$ cat config.mk
export PLATFORM = sky130hd
export DESIGN_NAME = aftq_ram
export DESIGN_NICKNAME = d
export VERILOG_FILES = /design/src/hw/rtl/audio_frame_timestamp_queue_top_defines.svh /design/src/hw/rtl/aftq_ram.sv
export SDC_FILE = /design/constraint.sdc
export NUM_CORES = 1
export LEC_CHECK = 0
export ABC_CLOCK_PERIOD_IN_PS = 2300
export BUFFER_PORTS_ARGS = -buffer_cell sky130_fd_sc_hd__buf_4
export CAP_MARGIN = 20
export CELL_PAD_IN_SITES_DETAIL_PLACEMENT = 1
export CELL_PAD_IN_SITES_GLOBAL_PLACEMENT = 1
export CORE_ASPECT_RATIO = 0.6
export CORE_MARGIN = 2
export CORE_UTILIZATION = 40
export CTS_CLUSTER_SIZE = 40
export DETAILED_ROUTE_END_ITERATION = 10
export GPL_TIMING_DRIVEN = 0
export PLACE_DENSITY = 0.7
export SLEW_MARGIN = 20
export SYNTH_ARGS = -nofsm -noshare
export SYNTH_HDL_FRONTEND = slang
export SYNTH_SLANG_ARGS = --single-unit
export TNS_END_PERCENT = 20
$ cat constraint.sdc
create_clock -name i_clk -period 2.3 [get_ports i_clk]
set_input_delay 0.345 -clock i_clk [delete_from_list [all_inputs] [get_ports i_clk]]
set_output_delay 0.345 -clock i_clk [all_outputs]
set_load 0.005 [all_outputs]
$ cat src/hw/rtl/audio_frame_timestamp_queue_top_defines.svh
// Assertion macros for the audio frame timestamp queue.
// Used by the top level only; depends on nothing else.
`ifndef AUDIO_FRAME_TIMESTAMP_QUEUE_TOP_DEFINES_SVH
`define AUDIO_FRAME_TIMESTAMP_QUEUE_TOP_DEFINES_SVH

// property that must hold at every clock edge out of reset
`define AFTQ_ASSERT(label, clk, rst_n, prop, msg) \
    label: assert property (@(posedge clk) disable iff (!rst_n) (prop)) \
        else $error(msg);

// antecedent in one cycle implies consequent in the next
`define AFTQ_ASSERT_NEXT(label, clk, rst_n, ante, cons, msg) \
    label: assert property (@(posedge clk) disable iff (!rst_n) (ante) |=> (cons)) \
        else $error(msg);

`endif

$ cat src/hw/rtl/aftq_ram.sv
// Generic simple dual-port RAM: one write port, one read port with registered data.
// No dependencies.
`timescale 1ns / 1ps
`default_nettype none

module aftq_ram #(
    parameter int WIDTH = 8,
    parameter int DEPTH = 16
) (
    input  wire logic                     i_clk,
    input  wire logic                     i_wr_en,
    input  wire logic [$clog2(DEPTH)-1:0] i_wr_addr,
    input  wire logic [WIDTH-1:0]         i_wr_data,
    input  wire logic                     i_rd_en,
    input  wire logic [$clog2(DEPTH)-1:0] i_rd_addr,
    output logic [WIDTH-1:0]              o_rd_data
);

    logic [WIDTH-1:0] r_mem [DEPTH];
    logic [WIDTH-1:0] r_rd_data;

    // write port
    always_ff @(posedge i_clk) begin
        if (i_wr_en) begin
            r_mem[i_wr_addr] <= i_wr_data;
        end
    end

    // read port, data holds while not enabled
    always_ff @(posedge i_clk) begin
        if (i_rd_en) begin
            r_rd_data <= r_mem[i_rd_addr];
        end
    end

    assign o_rd_data = r_rd_data;

endmodule

`default_nettype wire
==> qor.log, run 1 <==
[outcome] run status finished clean
[timing] final setup skew 0.00709 ns
[layout] fraction of layout instances using a drive strength above 1 0.312
[timing] Setup Viol. Count Final 0
[clocking] TritonCTS clock tree yes
[placed_design] pre-CTS WS 0.189 ns
[drt] final routed wirelength across all metal layers 12.0 mm
[drt] via count 2536
[clocking] clock input transition at the sequential cells of the worst setup and hold paths 0.06 ns
[timing] Tmin final 1.65 ns
[layout] net total in the final layout 292
[clocking] count of H-tree levels built during CTS 4
[grt] total routing usage reported by global routing 0.189
[placed_design] Cell Count Post-Placement 424
[floorplan] count of pins on the block boundary 27
[power] switch share 0.204
[layout] antenna fix cells 0
[grt] total grt overflow 0
[power] Internal Pwr Total 4.85 mW
[setup_path] largest fanout on the critical path 8
[synthesis] cell count after synthesis 229
[layout] FF/Latch Area 4080 um2
[power] sequential group share of total power 0.462
[clocking] insertion delay to the later sink of the worst-skew pair 0.42 ns
[timing] minimum hold slack 0.219 ns
[clocking] # Post-CTS Setup Buffers 0
[placed_design] Routability Congestion 0.714
[layout] Util after Layout 0.491
[synthesis] cell area after synthesis 5230 um2
[timing] Slew Viols, Final 0
[layout] Synth-to-Final Area Change 20.4%
[layout] non-filler cells, final 455
[power] VDD IR-drop max 0.000569 V
[floorplan] die area 14000 um2
[layout] fill cell count 1158
[power] Cell Pwr Density 967 nW/um2
[drt] DR vias/cell 5.57
[setup_path] nature of the critical path endpoint flop
[floorplan] die height 92.6 um
[drt] Initial DRC Count 259
[drt] first drt pass iteration count 7
[power] clock share of power 0.490
[power] power spent charging and discharging nets 1.24 mW
[setup_path] arrival time of data at the critical path endpoint 1.70 ns
[drt] total DRC errors in the routed layout 0
[setup_path] CP required 2.34 ns
[layout] area taken by multi-input logic gates 1080 um2
[power] leakage power total 2.09 nW
[synthesis] Synth Net Count 248
[clocking] TritonCTS Buffers 17
[floorplan] horizontal extent of the die 152 um
[timing] min setup slack post-route 0.646 ns
[synthesis] share of synthesized area occupied by flip-flops and latches 0.781
[drt] Avg WL per Cell 26.4 um
[synthesis] Avg Synthesized Cell Area 22.8 um2
[power] total power consumption of the routed design 6.09 mW
[floorplan] placeable core region 12800 um2
[clocking] number of hold-repair buffers added at the cts stage 0
[synthesis] Yosys cell types 18
[grt] wire length of the first global-routing pass 17.4 mm
[setup_path] Worst Setup Start Kind input pin
[synthesis] Warnings, synthesis 0
[job] max cap viols 0
[placed_design] half-perimeter wire length after detailed placement 7.72 mm
[min_path] class of the tightest hold or removal check in -> reg
[grt] number of global-route vias before repair 2636
[clocking] clock tree root driver cell sky130_fd_sc_hd__clkbuf_16
[grt] pin count of the biggest net entering global routing 17
[clocking] number of clock sinks 136
[timing] max-slew headroom at the worst pin 0.411
[timing] Final Hold Vio Count 0
[clocking] CTS Buffer Depth 2
[synthesis] flops & latches, synth 136
[setup_path] kind of critical path in -> reg
[floorplan] Rows 32
[power] fraction of power consumed by combinational cells 0.048
[timing] slew of the pin with the lowest slew margin 0.880 ns
[clocking] quantity of gates resized following cts 0
[timing] fmax 605 MHz
[drt] post-route ant nets 0
[timing] RSZ-0062 raised after global routing no
[floorplan] Initial Utilization 0.408
[placed_design] count of input and output buffers 25
[grt] initial antenna violation count 0
[timing] part of the cycle the worst path needs 0.719
## synthesized netlist by cell type
cell	n	area [um2]
sky130_fd_sc_hd__nand2b_1	2	12.5
sky130_fd_sc_hd__clkdlybuf4s25_2	3	30.0
sky130_fd_sc_hd__and2_1	1	6.26
sky130_fd_sc_hd__nand3b_1	2	15.0
sky130_fd_sc_hd__nor3_1	4	20.0
sky130_fd_sc_hd__buf_6	3	33.8
sky130_fd_sc_hd__nor2b_1	1	6.26
sky130_fd_sc_hd__mux4_2	18	405
sky130_fd_sc_hd__buf_2	3	15.0
sky130_fd_sc_hd__a22oi_1	16	120
sky130_fd_sc_hd__buf_4	1	7.51
sky130_fd_sc_hd__nor2_1	13	48.8
sky130_fd_sc_hd__nand3_1	1	5.00
sky130_fd_sc_hd__nand2_1	9	33.8
sky130_fd_sc_hd__mux4_1	14	368
sky130_fd_sc_hd__and2b_1	1	7.51
sky130_fd_sc_hd__or3b_2	1	8.76
sky130_fd_sc_hd__edfxtp_1	136	4080
## cells in the final DEF (no fill, tap or decap), types with 4 or more instances in the layout
cell                        netlist  routed
sky130_fd_sc_hd__edfxtp_1       136     136
sky130_fd_sc_hd__buf_4            1      26
sky130_fd_sc_hd__mux4_2          18      18
sky130_fd_sc_hd__clkbuf_16        0      17
sky130_fd_sc_hd__a22oi_1         16      16
sky130_fd_sc_hd__mux4_1          14      14
sky130_fd_sc_hd__nor2_1          13      13
sky130_fd_sc_hd__nand2_1          9       9
sky130_fd_sc_hd__bufinv_16        0       5
sky130_fd_sc_hd__nor3_2           0       4
## per-layer routing
metal  GRT usage  vias to the layer above  share of wire
met3      0.0542                       10          0.073
met1       0.285                     1348           0.47
met4      0.0679                        0          0.011
met2       0.262                       99           0.44
met5           0                        -              0
li1            -                     1079              -
## path summary, 6_finish.rpt
kind	cells past startpoint	slack [ns]	endpoint	from
max	3	0.65	r_mem[2][1]	i_wr_addr[2]
min	1	0.22	o_rd_data[3]	i_rd_en
max reg2reg	3	0.75	o_rd_data[3]	r_mem[5][3]
min reg2reg	3	0.77	o_rd_data[3]	r_mem[8][3]
## metrics by stage
step,instance area (um2),TNS (ns)
final,6300,0
after detailed placement,5650,0
after floorplan,5230,0
after global placement,5630,-0.728
after CTS,6300,0
after global routing,6300,0
## flip-flops by register name, summed over array words and instances (netlist names)
register   flops
r_mem        128
o_rd_data      8
## final cells by class
type	instances	area share
clock inverters	14	0.0354
repair buffers	25	0.0298
flip-flops and latches	136	0.649
clock buffers	17	0.0676
multi-input cells	83	0.171
plain buffers	10	0.0137
well taps	170	0.0338
## worst max-delay path, cell delays in order
cell                     delay (ns)
sky130_fd_sc_hd__buf_4         0.13
sky130_fd_sc_hd__or3b_2        0.52
sky130_fd_sc_hd__nor2_1        0.69
## cells by family (layout without fill, tap and decap cells)
family,count (synthesis),in the layout,synth area share
buffers and inverters,10,66,0.0165
multiplexers,32,32,0.148
AO/OA/AOI/OAI,16,16,0.0230
AND/OR/NAND/NOR,35,35,0.0314
flip-flops,136,136,0.781
## power by group through the flow
stage | logic [mW] | registers (mW) | clock network [mW]
after floorplan | 0.141 | 2.86 | 0
after global placement | 0.282 | 2.86 | 0
after detailed placement | 0.295 | 2.86 | 0
after CTS | 0.297 | 2.81 | 3.03
after global routing | 0.315 | 2.81 | 3.13
final | 0.292 | 2.81 | 2.99
Power figures use the tool's default switching activity.
==> inputs of run 2 (changes only) <==
--- a/config.mk
+++ b/config.mk
@@ -5,7 +5,7 @@
 export SDC_FILE = /design/constraint.sdc
 export NUM_CORES = 1
 export LEC_CHECK = 0
-export ABC_CLOCK_PERIOD_IN_PS = 2300
+export ABC_CLOCK_PERIOD_IN_PS = 1450
 export BUFFER_PORTS_ARGS = -buffer_cell sky130_fd_sc_hd__buf_4
 export CAP_MARGIN = 20
 export CELL_PAD_IN_SITES_DETAIL_PLACEMENT = 1
@@ -16,7 +16,7 @@
 export CTS_CLUSTER_SIZE = 40
 export DETAILED_ROUTE_END_ITERATION = 10
 export GPL_TIMING_DRIVEN = 0
-export PLACE_DENSITY = 0.7
+export PLACE_DENSITY = 0.72
 export SLEW_MARGIN = 20
 export SYNTH_ARGS = -nofsm -noshare
 export SYNTH_HDL_FRONTEND = slang
==> constraint.sdc (replaced) <==
create_clock -name i_clk -period 1.45 [get_ports i_clk]
set_input_delay 0.2175 -clock i_clk [delete_from_list [all_inputs] [get_ports i_clk]]
set_output_delay 0.2175 -clock i_clk [all_outputs]
set_load 0.005 [all_outputs]
==> qor.log, run 2 (synthesized netlist as in run 1, its figures left out) <==
[clocking] number of hold-repair buffers added at the cts stage 0 [unchanged]
[layout] number of flip-flops under the largest register name 128 [unchanged]
[power] leakage power total 2.02 nW [was 2.09 nW]
[layout] area taken by multi-input logic gates 1090 um2 [was 1080 um2]
[layout] fill cell count 1168 [was 1158]
[floorplan] Rows 32 [unchanged]
[power] total power consumption of the routed design 9.14 mW [was 6.09 mW]
[setup_path] arrival time of data at the critical path endpoint 1.70 ns [about the same]
[clocking] CTS Buffer Depth 2 [unchanged]
[setup_path] kind of critical path in -> reg [unchanged]
[power] Cell Pwr Density 1460 nW/um2 [was 967 nW/um2]
[timing] minimum hold slack 0.106 ns [was 0.219 ns]
[outcome] violations in the final reports setup timing
[floorplan] count of pins on the block boundary 27 [unchanged]
[grt] pin count of the biggest net entering global routing 17 [unchanged]
[job] max cap viols 0 [unchanged]
[drt] DR vias/cell 5.37 [was 5.57]
[outcome] run status finished with violations [was finished clean]
[placed_design] pre-CTS WS -0.638 ns [was 0.189 ns]
[placed_design] Cell Count Post-Placement 425 [was 424]
[layout] most common library cell in the layout ignoring fill and taps sky130_fd_sc_hd__edfxtp_1 [unchanged]
[grt] total routing usage reported by global routing 0.177 [was 0.189]
[floorplan] die area 14000 um2 [unchanged]
[drt] post-route ant nets 0 [unchanged]
[grt] number of global-route vias before repair 2721 [was 2636]
[power] fraction of power consumed by combinational cells 0.052 [was 0.048]
[grt] wire length of the first global-routing pass 16.7 mm [was 17.4 mm]
[timing] Final Hold Vio Count 0 [unchanged]
[timing] Slew Viols, Final 0 [unchanged]
[layout] antenna fix cells 0 [unchanged]
[floorplan] Initial Utilization 0.408 [unchanged]
[clocking] number of clock sinks 136 [unchanged]
[clocking] insertion delay to the later sink of the worst-skew pair 0.42 ns [about the same]
[drt] final routed wirelength across all metal layers 11.4 mm [was 12.0 mm]
[floorplan] die height 92.6 um [unchanged]
[clocking] TritonCTS Buffers 17 [unchanged]
[grt] total grt overflow 0 [unchanged]
[min_path] class of the tightest hold or removal check in -> reg [unchanged]
[drt] via count 2449 [was 2536]
[timing] slew of the pin with the lowest slew margin 1.08 ns [was 0.880 ns]
[floorplan] horizontal extent of the die 152 um [unchanged]
[power] clock share of power 0.461 [was 0.490]
[placed_design] half-perimeter wire length after detailed placement 7.04 mm [was 7.72 mm]
[setup_path] Worst Setup Start Kind input pin [unchanged]
[grt] initial antenna violation count 0 [unchanged]
[setup_path] nature of the critical path endpoint flop [unchanged]
[power] sequential group share of total power 0.488 [was 0.462]
[power] Internal Pwr Total 7.29 mW [was 4.85 mW]
[drt] Avg WL per Cell 25.0 um [was 26.4 um]
[layout] FF/Latch Area 4080 um2 [unchanged]
[layout] top register by number of flip-flops r_mem [unchanged]
[setup_path] CP required 1.49 ns [was 2.34 ns]
[layout] net total in the final layout 293 [was 292]
[layout] non-filler cells, final 456 [was 455]
[timing] RSZ-0062 raised after global routing yes [was no]
[setup_path] largest fanout on the critical path 8 [unchanged]
[timing] Setup Viol. Count Final 32 [was 0]
[clocking] TritonCTS clock tree yes [unchanged]
[layout] Synth-to-Final Area Change 19.4% [was 20.4%]
[placed_design] Routability Congestion 0.723 [was 0.714]
[power] switch share 0.202 [was 0.204]
[timing] Tmin final 1.67 ns
[min_path] cell depth of the worst hold path 1 [unchanged]
[timing] min setup slack post-route -0.218 ns [was 0.646 ns]
[timing] fmax 599 MHz
[timing] part of the cycle the worst path needs 1.15
[clocking] count of H-tree levels built during CTS 4 [unchanged]
[drt] first drt pass iteration count 4 [was 7]
[drt] Initial DRC Count 222 [was 259]
[timing] max-slew headroom at the worst pin 0.275 [was 0.411]
[power] VDD IR-drop max 0.000902 V [was 0.000569 V]
[drt] total DRC errors in the routed layout 0 [unchanged]
[placed_design] count of input and output buffers 25 [unchanged]
[clocking] clock tree root driver cell sky130_fd_sc_hd__clkbuf_16 [unchanged]
[power] power spent charging and discharging nets 1.84 mW [was 1.24 mW]
[setup_path] r2r worst-path depth 3 [unchanged]
[timing] setup TNS -4.59 ns [was 0 ns]
[timing] final setup skew 0.00576 ns [was 0.00709 ns]
[floorplan] placeable core region 12800 um2 [unchanged]
[layout] fraction of layout instances using a drive strength above 1 0.364 [was 0.312]
[clocking] clock input transition at the sequential cells of the worst setup and hold paths 0.06 ns [about the same]
[layout] commonest cells after routing, fill and taps aside 136 x sky130_fd_sc_hd__edfxtp_1, 29 x sky130_fd_sc_hd__mux4_2, 26 x sky130_fd_sc_hd__buf_4 [was 136 x sky130_fd_sc_hd__edfxtp_1, 26 x sky130_fd_sc_hd__buf_4, 18 x sky130_fd_sc_hd__mux4_2]
## run 2: cell count changes in the layout (fill, tap and decap cells not counted), moves of 5 or more
cell / previous run / this run
sky130_fd_sc_hd__a22oi_1: 16 / 6
sky130_fd_sc_hd__a22oi_2: 0 / 10
sky130_fd_sc_hd__clkinv_1: 0 / 5
sky130_fd_sc_hd__mux4_1: 14 / 3
sky130_fd_sc_hd__mux4_2: 18 / 29
## run 2: critical path: stages
cell and delay [ns]:
sky130_fd_sc_hd__buf_4 0.12, sky130_fd_sc_hd__or3b_2 0.53, sky130_fd_sc_hd__nor2_1 0.82
## run 2: layout make-up
| cell class | count | share of cell area |
|---|---|---|
| flip-flops and latches | 136 | 0.654 |
| well taps | 170 | 0.0341 |
| clock buffers | 19 | 0.0694 |
| plain buffers | 10 | 0.0156 |
| multi-input cells | 83 | 0.174 |
| clock inverters | 12 | 0.0214 |
| repair buffers | 26 | 0.0313 |
## run 2: final timing paths
kind                startpoint            to  slack [ns]
setup / recovery  i_wr_addr[2]   r_mem[2][6]       -0.22
hold / removal    i_wr_data[2]   r_mem[2][2]        0.11
setup reg to reg   r_mem[0][5]  o_rd_data[5]        0.01
hold reg to reg   r_mem[14][6]  o_rd_data[6]        0.77
## run 2: what timing repair did
item                                    CTS  global route
pin swaps                                 0             2
gates resized for setup                   3            11
endpoints found under the setup margin   34            38
setup buffers                             0             0
## run 2: per-stage QoR
stage / area, um2 / utilization
6_report: 6240 / 0.487
5_1_grt: 6240 / 0.487
4_1_cts: 6210 / 0.485
3_5_place_dp: 5640 / 0.440
3_3_place_gp: 5620 / 0.438
2_1_floorplan: 5220 / -
## run 2: power groups by stage
stage,Combinational (mW),Clock [mW],Sequential [mW]
6_report,0.473,4.21,4.46
5_1_grt,0.512,4.40,4.46
4_1_cts,0.458,4.26,4.46
3_5_place_dp,0.449,0,4.54
3_3_place_gp,0.430,0,4.53
2_1_floorplan,0.232,0,4.53
## run 2: routing by layer
metal | up-vias | track usage | part of all wire
met5 | - | 0 | 0
met3 | 8 | 0.0512 | 0.069
li1 | 1060 | - | -
met2 | 84 | 0.252 | 0.46
met1 | 1297 | 0.260 | 0.46
met4 | 0 | 0.0656 | 0.0057
==> inputs of run 3 (changes only) <==
==> constraint.sdc (replaced) <==
create_clock -name i_clk -period 1.45 [get_ports i_clk]
set_input_delay 0.0725 -clock i_clk [delete_from_list [all_inputs] [get_ports i_clk]]
set_output_delay 0.0725 -clock i_clk [all_outputs]
set_load 0.005 [all_outputs]
==> qor.log, run 3 (synthesized netlist as in run 1, its figures left out) <==
[timing] slew of the pin with the lowest slew margin 0.995 ns [was 1.08 ns]
[clocking] count of H-tree levels built during CTS 4 [unchanged]
[drt] DR vias/cell 5.32 [was 5.37]
[min_path] critical hold path startpoint i_wr_addr[0] [was i_wr_data[2]]
[placed_design] half-perimeter wire length after detailed placement 7.40 mm [was 7.04 mm]
[setup_path] arrival time of data at the critical path endpoint 1.63 ns [was 1.70 ns]
[floorplan] placeable core region 12800 um2 [unchanged]
[floorplan] Rows 32 [unchanged]
[setup_path] Reg2Reg Launch Point r_mem[8][6] [was r_mem[0][5]]
[min_path] worst min-delay path endpoint r_mem[8][6] [was r_mem[2][2]]
[timing] final setup skew 0.00584 ns [was 0.00576 ns]
[outcome] run status finished with violations [unchanged]
[min_path] class of the tightest hold or removal check in -> reg [unchanged]
[grt] pin count of the biggest net entering global routing 17 [unchanged]
[timing] RSZ-0062 raised after global routing yes [unchanged]
[floorplan] Initial Utilization 0.408 [unchanged]
[power] total power consumption of the routed design 9.32 mW [was 9.14 mW]
[clocking] TritonCTS Buffers 17 [unchanged]
[layout] most common library cell in the layout ignoring fill and taps sky130_fd_sc_hd__edfxtp_1 [unchanged]
[clocking] TritonCTS clock tree yes [unchanged]
[placed_design] count of input and output buffers 25 [unchanged]
[timing] max-slew headroom at the worst pin 0.334 [was 0.275]
[timing] part of the cycle the worst path needs 1.02 [was 1.15]
[timing] Setup Viol. Count Final 6 [was 32]
[timing] Slew Viols, Final 0 [unchanged]
[layout] Synth-to-Final Area Change 21.8% [was 19.4%]
[job] max cap viols 0 [unchanged]
[setup_path] largest fanout on the critical path 1 [was 8]
[placed_design] Routability Congestion 0.849 [was 0.723]
[timing] Tmin final 1.49 ns [was 1.67 ns]
[clocking] clock tree root driver cell sky130_fd_sc_hd__clkbuf_16 [unchanged]
[grt] total grt overflow 0 [unchanged]
[layout] net total in the final layout 302 [was 293]
[power] Cell Pwr Density 1460 nW/um2 [about the same]
[min_path] cell depth of the worst hold path 2 [was 1]
[setup_path] Worst Setup Start Kind flop [was input pin]
[floorplan] count of pins on the block boundary 27 [unchanged]
[drt] post-route ant nets 0 [unchanged]
[setup_path] nature of the critical path endpoint flop [unchanged]
[grt] total routing usage reported by global routing 0.177 [about the same]
[clocking] CTS Buffer Depth 2 [unchanged]
[power] VDD IR-drop max 0.000878 V [was 0.000902 V]
[layout] fraction of layout instances using a drive strength above 1 0.378 [was 0.364]
[setup_path] r2r worst-path depth 3 [unchanged]
[grt] wire length of the first global-routing pass 16.9 mm [was 16.7 mm]
[layout] number of flip-flops under the largest register name 128 [unchanged]
[layout] commonest cells after routing, fill and taps aside 136 x sky130_fd_sc_hd__edfxtp_1, 28 x sky130_fd_sc_hd__mux4_2, 27 x sky130_fd_sc_hd__buf_4 [was 136 x sky130_fd_sc_hd__edfxtp_1, 29 x sky130_fd_sc_hd__mux4_2, 26 x sky130_fd_sc_hd__buf_4]
[drt] first drt pass iteration count 4 [unchanged]
[floorplan] die height 92.6 um [unchanged]
[layout] antenna fix cells 0 [unchanged]
[setup_path] kind of critical path reg -> reg [was in -> reg]
[clocking] number of clock sinks 136 [unchanged]
[setup_path] minimum setup slack among reg-to-reg paths -0.04 ns [was 0.01 ns]
[clocking] clock input transition at the sequential cells of the worst setup and hold paths 0.06 ns [about the same]
[power] leakage power total 2.07 nW [was 2.02 nW]
[drt] Initial DRC Count 200 [was 222]
[setup_path] critical register-to-register path endpoint o_rd_data[6] [was o_rd_data[5]]
[setup_path] CP required 1.60 ns [was 1.49 ns]
[grt] initial antenna violation count 0 [unchanged]
[outcome] violations in the final reports setup timing [unchanged]
[floorplan] horizontal extent of the die 152 um [unchanged]
[grt] number of global-route vias before repair 2656 [was 2721]
[timing] Final Hold Vio Count 0 [unchanged]
[floorplan] die area 14000 um2 [unchanged]
[drt] total DRC errors in the routed layout 0 [unchanged]
[timing] fmax 673 MHz [was 599 MHz]
[timing] setup TNS -0.116 ns [was -4.59 ns]
[timing] min setup slack post-route -0.0356 ns [was -0.218 ns]
[clocking] insertion delay to the later sink of the worst-skew pair 0.41 ns [was 0.42 ns]
[drt] final routed wirelength across all metal layers 11.2 mm [was 11.4 mm]
[drt] Avg WL per Cell 24.0 um [was 25.0 um]
[drt] via count 2481 [was 2449]
[layout] top register by number of flip-flops r_mem [unchanged]
run 3: what timing repair did:
action	4_1_cts	5_1_grt
buffers inserted	0	0
hold endpoints to repair	117	0
hold buffers	9	0
gates resized for setup	14	9
setup endpoints to repair	8	16
pin swaps	4	1
run 3: per-stage QoR:
stage	cell area, um2	util	setup slack (ns)	hold slack (ns)	instances
detailed placement	5660	0.441	-0.384	0.353	425
finish	6360	0.497	-0.0356	0.0638	466
floorplan	5230	-	0.0951	0.171	229
global route	6360	0.497	-0.0654	0.0641	466
global placement	5630	0.440	-0.540	0.349	424
CTS	6360	0.496	-0.0269	0.0504	466
run 3: how the worst max path moves through the flow:
stage	startpoint	endpoint	depth (start not counted)
4_1_cts	r_mem[8][5]	o_rd_data[5]	3
5_1_grt	r_mem[8][6]	o_rd_data[6]	3
6_report	r_mem[8][6]	o_rd_data[6]	3
2_1_floorplan	i_rd_addr[0]	o_rd_data[1]	5
3_5_place_dp	i_wr_addr[2]	r_mem[2][3]	3
3_3_place_gp	i_wr_addr[2]	r_mem[8][1]	3
run 3: layout make-up:
class / instances / area (um2)
repair buffers: 35 / 285
multi-input cells: 83 / 1090
clock inverters: 15 / 176
well taps: 170 / 213
clock buffers: 17 / 425
flip-flops and latches: 136 / 4080
fillers: 1148 / 6450
plain buffers: 10 / 86.3
run 3: worst max-delay path, cell delays in order (launching register included):
cell and delay, ns:
sky130_fd_sc_hd__edfxtp_1 0.37, sky130_fd_sc_hd__mux4_2 0.49, sky130_fd_sc_hd__a22oi_2 0.24, sky130_fd_sc_hd__nand2_2 0.12
run 3: metal layers:
| metal | vias to the layer above | global-route usage | wire length, um |
|---|---|---|---|
| met5 | - | 0 | 0 |
| met4 | 0 | 0.0509 | 86 |
| met3 | 8 | 0.0463 | 730 |
| met2 | 74 | 0.248 | 4990 |
| met1 | 1313 | 0.274 | 5400 |
| li1 | 1086 | - | - |
run 3: where the power goes:
| group | leakage, nW | switching, mW | internal, mW |
|---|---|---|---|
| Combinational | 0.548 | 0.278 | 0.223 |
| Sequential | 1.24 | 0.0223 | 4.43 |
| Clock | 0.281 | 1.66 | 2.71 |
